<file path="src/assert_macros.svh">
// Assertion helpers; define ASSERT_OFF to compile them away.
`ifndef ASSERT_MACROS_SVH
`define ASSERT_MACROS_SVH
`ifndef ASSERT_OFF
// Check a property on every clock edge outside reset.
`define C8_ASSERT(lbl, clk, rst, prop) \
   lbl: assert property (@(posedge clk) disable iff (rst) prop) \
      else $error("assertion failed");
// Check a property on every clock edge, reset included.
`define C8_ASSERT_ALWAYS(lbl, clk, prop) \
   lbl: assert property (@(posedge clk) prop) \
      else $error("assertion failed");
`else
`define C8_ASSERT(lbl, clk, rst, prop)
`define C8_ASSERT_ALWAYS(lbl, clk, prop)
`endif
`endif

</file>
<file path="src/c8_pkg.sv">
`timescale 1ns / 1ps
package c8_pkg;
   localparam int MEM_BYTES   = 4096;
   localparam int STACK_DEPTH = 16;
   localparam int SCREEN_ROWS = 32;
   localparam int ADDR_W = $clog2(MEM_BYTES);
   localparam int SP_W   = $clog2(STACK_DEPTH);
   localparam int ROW_W  = $clog2(SCREEN_ROWS);

   localparam logic [11:0] PC_START  = 12'h200;
   localparam logic [15:0] FONT_BASE = 16'h0050;
   localparam logic [15:0] DIV_RESET = 16'd8;

   localparam logic [1:0] FN_LOAD = 2'd0;
   localparam logic [1:0] FN_EXEC = 2'd1;
   localparam logic [1:0] FN_ROW  = 2'd2;

   localparam logic [1:0] ST_OK    = 2'd0;
   localparam logic [1:0] ST_UNIMP = 2'd1;
   localparam logic [1:0] ST_OVER  = 2'd2;
   localparam logic [1:0] ST_UNDER = 2'd3;

   localparam logic [3:0] OP_SYS  = 4'h0;
   localparam logic [3:0] OP_JP   = 4'h1;
   localparam logic [3:0] OP_CALL = 4'h2;
   localparam logic [3:0] OP_SEI  = 4'h3;
   localparam logic [3:0] OP_SNEI = 4'h4;
   localparam logic [3:0] OP_SER  = 4'h5;
   localparam logic [3:0] OP_LDI  = 4'h6;
   localparam logic [3:0] OP_ADDI = 4'h7;
   localparam logic [3:0] OP_ALU  = 4'h8;
   localparam logic [3:0] OP_SNER = 4'h9;
   localparam logic [3:0] OP_LDIX = 4'hA;
   localparam logic [3:0] OP_JPV0 = 4'hB;
   localparam logic [3:0] OP_RND  = 4'hC;
   localparam logic [3:0] OP_DRW  = 4'hD;
   localparam logic [3:0] OP_KEY  = 4'hE;
   localparam logic [3:0] OP_MISC = 4'hF;

   localparam logic [11:0] SYS_CLS = 12'h0E0;
   localparam logic [11:0] SYS_RET = 12'h0EE;

   localparam logic [3:0] AL_MOV = 4'h0;
   localparam logic [3:0] AL_OR  = 4'h1;
   localparam logic [3:0] AL_AND = 4'h2;
   localparam logic [3:0] AL_XOR = 4'h3;
   localparam logic [3:0] AL_ADD = 4'h4;
   localparam logic [3:0] AL_SUB = 4'h5;
   localparam logic [3:0] AL_SHR = 4'h6;
   localparam logic [3:0] AL_SBN = 4'h7;
   localparam logic [3:0] AL_SHL = 4'hE;

   localparam logic [7:0] MS_GDT = 8'h07;
   localparam logic [7:0] MS_SDT = 8'h15;
   localparam logic [7:0] MS_SST = 8'h18;
   localparam logic [7:0] MS_ADI = 8'h1E;
   localparam logic [7:0] MS_FNT = 8'h29;
   localparam logic [7:0] MS_BCD = 8'h33;
   localparam logic [7:0] MS_STR = 8'h55;
   localparam logic [7:0] MS_LDR = 8'h65;

   typedef enum logic [3:0] {
      S_IDLE, S_ROW, S_F0, S_F1, S_F2, S_EXEC, S_DRD, S_DWR, S_FLAG,
      S_BCD, S_SRD, S_SWR, S_LRD, S_LWR, S_COMMIT, S_DONE
   } c8_state_type;

   typedef struct packed {
      logic [7:0] value;
      logic       flag;
      logic       has_flag;
      logic       legal;
   } c8_alu_type;
endpackage

</file>
<file path="src/c8_alu.sv">
`timescale 1ns / 1ps
module c8_alu (
   input  logic [3:0]          fn,
   input  logic [7:0]          vx,
   input  logic [7:0]          vy,
   output c8_pkg::c8_alu_type  res
);
   import c8_pkg::*;

   logic [8:0] sum;

   assign sum = {1'b0, vx} + {1'b0, vy};

   always_comb begin
      res = '{value: vx, flag: 1'b0, has_flag: 1'b0, legal: 1'b1};
      case (fn)
         AL_MOV: res.value = vy;
         AL_OR:  res.value = vx | vy;
         AL_AND: res.value = vx & vy;
         AL_XOR: res.value = vx ^ vy;
         AL_ADD: begin
            res.value = sum[7:0]; res.flag = sum[8]; res.has_flag = 1'b1;
         end
         AL_SUB: begin
            res.value = vx - vy; res.flag = (vx >= vy); res.has_flag = 1'b1;
         end
         AL_SHR: begin
            res.value = {1'b0, vx[7:1]}; res.flag = vx[0]; res.has_flag = 1'b1;
         end
         AL_SBN: begin
            res.value = vy - vx; res.flag = (vy >= vx); res.has_flag = 1'b1;
         end
         AL_SHL: begin
            res.value = {vx[6:0], 1'b0}; res.flag = vx[7]; res.has_flag = 1'b1;
         end
         default: res.legal = 1'b0;
      endcase
   end
endmodule

</file>
<file path="config.mk">
export PLATFORM = sky130hd
export DESIGN_NAME = c8_alu
export DESIGN_NICKNAME = d
export VERILOG_FILES = /design/src/assert_macros.svh /design/src/c8_pkg.sv /design/src/c8_alu.sv
export SDC_FILE = /design/constraint.sdc
export NUM_CORES = 1
export LEC_CHECK = 0
export BUFFER_PORTS_ARGS = -buffer_cell sky130_fd_sc_hd__buf_2
export CORE_MARGIN = 2
export CORE_UTILIZATION = 60
export DETAILED_ROUTE_END_ITERATION = 10
export GPL_TIMING_DRIVEN = 0
export PLACE_DENSITY_LB_ADDON = 0.08
export RECOVER_POWER = 25
export SLEW_MARGIN = 10
export SYNTH_ARGS = -nofsm -noshare
export SYNTH_HDL_FRONTEND = slang
export SYNTH_SLANG_ARGS = --single-unit
export TNS_END_PERCENT = 10
</file>
<file path="constraint.sdc">
create_clock -name vclk -period 4.7
set_clock_uncertainty 0.2 [all_clocks]
set_input_delay 0.94 -clock vclk [all_inputs]
set_output_delay 0.94 -clock vclk [all_outputs]
set_load 0.02 [all_outputs]
</file>
== Word-level counts from Yosys, hierarchy flattened ==
Index checks and enable logic that the tools add are counted.

* Output and inout port bits: 11
* Flip-flop bits (word level): 0
* Logic and storage cells: 21

* Bitwise operators: 3
* Reduce and logical (&&, ||, !) cells: 2
* Eq/ne operators: 8
* Muxes and demuxes: 3
* Add/subtract/negate cells: 3
* Magnitude comparators: 2

{| class="wikitable"
|+ Operators with widths
! kind !! number
|-
| 8-bit case mux with 9 select lines || 1
|-
| 4-bit by 3-bit equality test with 1-bit output (second input constant) || 4
|-
| 8-bit >= comparator || 2
|-
| 8-bit subtractor || 2
|-
| 2-bit case mux with 5 select lines || 1
|-
| 8-bit by 8-bit adder with 9-bit output || 1
|-
| 9-bit OR reduction || 1
|-
| 8-bit bitwise AND || 1
|-
| 4-bit by 2-bit equality test with 1-bit output (second input constant) || 2
|-
| 8-bit OR || 1
|-
| 8-bit bitwise XOR || 1
|-
| 4-bit by 1-bit equality test with 1-bit output (second input constant) || 1
|-
| 4-bit equality test (second input constant) || 1
|-
| 4-bit logical NOT || 1
|-
| 1-bit 2-to-1 mux || 1
|}

== Longest topological paths before layout ==
* Depth in word-level cells: 3
* Mapped depth: 10
* Gate-level depth less buffers: 10

== Least setup slack after synthesis ==
No wires, ideal clock.

* Path kind: input to output
* Start point: in vx[0]
* End point: out res[9] (netlist bit)
* Data required time: 3.560 ns
* Buffers on the path: 0
* Cell stages on the path: 10
* Setup slack: 0.604 ns
* Data arrival time: 2.956 ns
* Cell sequence: inv_1 -> ha_1 -> inv_1 -> fa_1 -> nand2b_1 -> a211oi_2 -> a2111oi_2 -> nor3_1 -> or3b_1 -> a21oi_1

{| class="wikitable"
|+ RTL lines
! item !! line !! source
|-
| start: declaration || c8_alu.sv:4 || <nowiki>input logic [7:0] vx,</nowiki>
|-
| end: declaration || c8_alu.sv:6 || <nowiki>output c8_pkg::c8_alu_type res</nowiki>
|}

==> results.md <==
- Status: finished clean
- Die Wd: 62.3 um
- Via count: roughly 2.3k
- IO Count: 31
- Hold slack: 2.09 ns
- Setup TNS: 0 ns
- Worst Hold End: res[6]
- Seq Cell Count: 0
- Die H: 62.3 um
- Final instance area: around 2200 um2
- WHS Path Cells: 4
- Core area: 3310 um2
- Mapped Nets: 344
- Vias in the first global route: between 2k and 2.5k
- Synthesized area: 2040 um2
- Cell Rows: 21
- Met2 usage: 0.520
- First-pass GRT wire length: 10400 um
- Critical path arrival: 3.41 ns
- Initial antenna violation count: 0
- Vias per inst: 6.47
- Measured slew at the worst slew-check pin: 0.592 ns
- Leak Pwr: roughly 0.0010 uW
- Most frequent cells in the layout: 35 x inv_1, 33 x ha_1, 32 x buf_2
- Max VDD drop: 0.0643 mV
- Leading cell type in the layout, fill and taps excluded: inv_1
- Setup Buffers After CTS: 0
- Worst endpoint required time: 3.56 ns
- Starting Density: 0.616
- Max transition margin: 0.606
- Post-CTS sizing: 0
- DRT iter0 DRCs: 272
- Antenna fix cells: 0
- Final worst-path cycle share: 0.968
- Hold_sp: vx[3]
- Main combinational cell family by area after synthesis: compound AO/OA/AOI/OAI gates
- DIE AREA: about 4000 um2
- Placed inst area: approximately 2200 um2
- Syn_area_per_cell: 7.09 um2
- Slowest stage delay, CP: 0.55 ns
- Synth Instances: approximately 290
- Simple-Gate Fraction of Synth Area: 0.237
- Crit path top cell by count: buf_2
- Slew Limit Fails: 0
- WL per Instance: ~17 um
- Worst-path cell chain: buf_2 -> inv_1 -> ha_1 -> or2_0 -> a221oi_1 -> nor3_1 -> a211oi_2 -> mux2i_1 -> a31oi_1 -> buf_2
- Fillcell total: 332
- FMAX: 220 MHz
- Post-synthesis mux area share: 0.0674
- Core Util, Final: 0.676
- Final min period: about 4.6 ns
- Adder-Cell Fraction of Synth Area: 0.232
- # port buffers: 28
- Post-DP HPWL: 4890 um
- GR peak layer: met2
- Remaining antenna violation count after routing: 0
- Hold buffers post-CTS: 0
- Max-Cap Viols: 0
- Nets: 374
- Class of the worst hold path: in2out
- Post-route DRC violation count: 0
- Distinct cells, synth: between 60 and 70
- Sequential area share after synthesis: 0
- RSZ-0062 raised after global routing: no
- CP delay by family, top: compound AO/OA/AOI/OAI gates
- Total grt overflow: 0
- Largest net degree at the start of global routing: 11
- Final Hold Violating Endpoints: 0
- Met1 usage in global routing: 0.465
- Worst setup EP type: output port
- First-pass DRT Iterations: 7
- Layout clock buffer count: 0
- Critical Path Source Type: input port
- Cell Pwr Density: between 100 and 150 nW/um2
- Final setup fails: 0
- GPL Wtd Cong: 1.00
- Sequential cell area: 0 um2
- CP max FO: 8
- XOR/XNOR Fraction of Synth Area: 0
- Global router's overall resource usage: 0.325
- Global Route met3 Usage: 0.0417
- Share of layout cells above drive strength 1: 0.168
- Worst path buffer plus inverter count: 3
- P&R area growth vs syn: 9.63%
- Ys Warns: 0
- Synth Area in Compound Gates: 0.326
- Crit path kind: in2out
- Drt total wl: approximately 6300 um
- Slowest CP cell: a221oi_1
==> cell type report <==
type                       instances  area (um2)  share of cell area
tap                               46        57.6              0.0257
inverter                          36         135              0.0604
timing repair buffer              28         139              0.0621
buffer                            20         148              0.0660
multi-input combinational        232        1760               0.786
==> Yosys cell counts (all sizes together), types with 6 or more instances <==
cell	count	share of area
mux2i	7	0.034
nor2	30	0.055
a21oi	21	0.052
clkbuf	6	0.016
buf	14	0.056
nand2	13	0.024
ha	33	0.20
a31oi	9	0.028
inv	36	0.066
nor3	10	0.025
o21ai	20	0.049
==> metal layers <==
metal	wire [um]	share of wire	vias up
li1	-	-	1112
met1	2710	0.43	1050
met2	2700	0.43	157
met3	696	0.11	22
met4	182	0.029	0
met5	0	0	-
==> power breakdown <==
group          leakage (uW)  internal (uW)  switching, uW
sequential                0              0              0
combinational       0.00103           98.2            155
clock                     0              0              0
==> per-stage QoR <==
stage	power, uW	worst slack, ns	instances
2_1_floorplan	178	0.604	288
3_3_place_gp	243	0.245	362
3_5_place_dp	246	0.225	362
4_1_cts	247	0.218	362
5_1_grt	275	0.0364	362
6_report	254	0.150	362
==> worst max path at each step <==
stage | from | endpoint | cells after the start
5_1_grt | vx[0] | res[9] | 12
3_5_place_dp | vx[1] | res[10] | 10
2_1_floorplan | vx[0] | res[9] | 10
3_3_place_gp | vx[1] | res[10] | 10
4_1_cts | vx[1] | res[10] | 10
6_report | vx[1] | res[10] | 10
==> tightest hold or removal path, cell delays in order <==
cell	delay [ns]
buf_2	0.12
nor2_1	0.10
a21oi_1	0.04
buf_2	0.15
==> cell families (layout without fill, tap and decap cells) <==
family / count (synthesis) / after routing
AO/OA/AOI/OAI: 95 / 95
adder cells (fa/ha/maj): 36 / 36
AND/OR/NAND/NOR: 91 / 91
buffers and inverters: 56 / 84
multiplexers: 10 / 10
No activity file was read; power rests on OpenSTA's default activity.
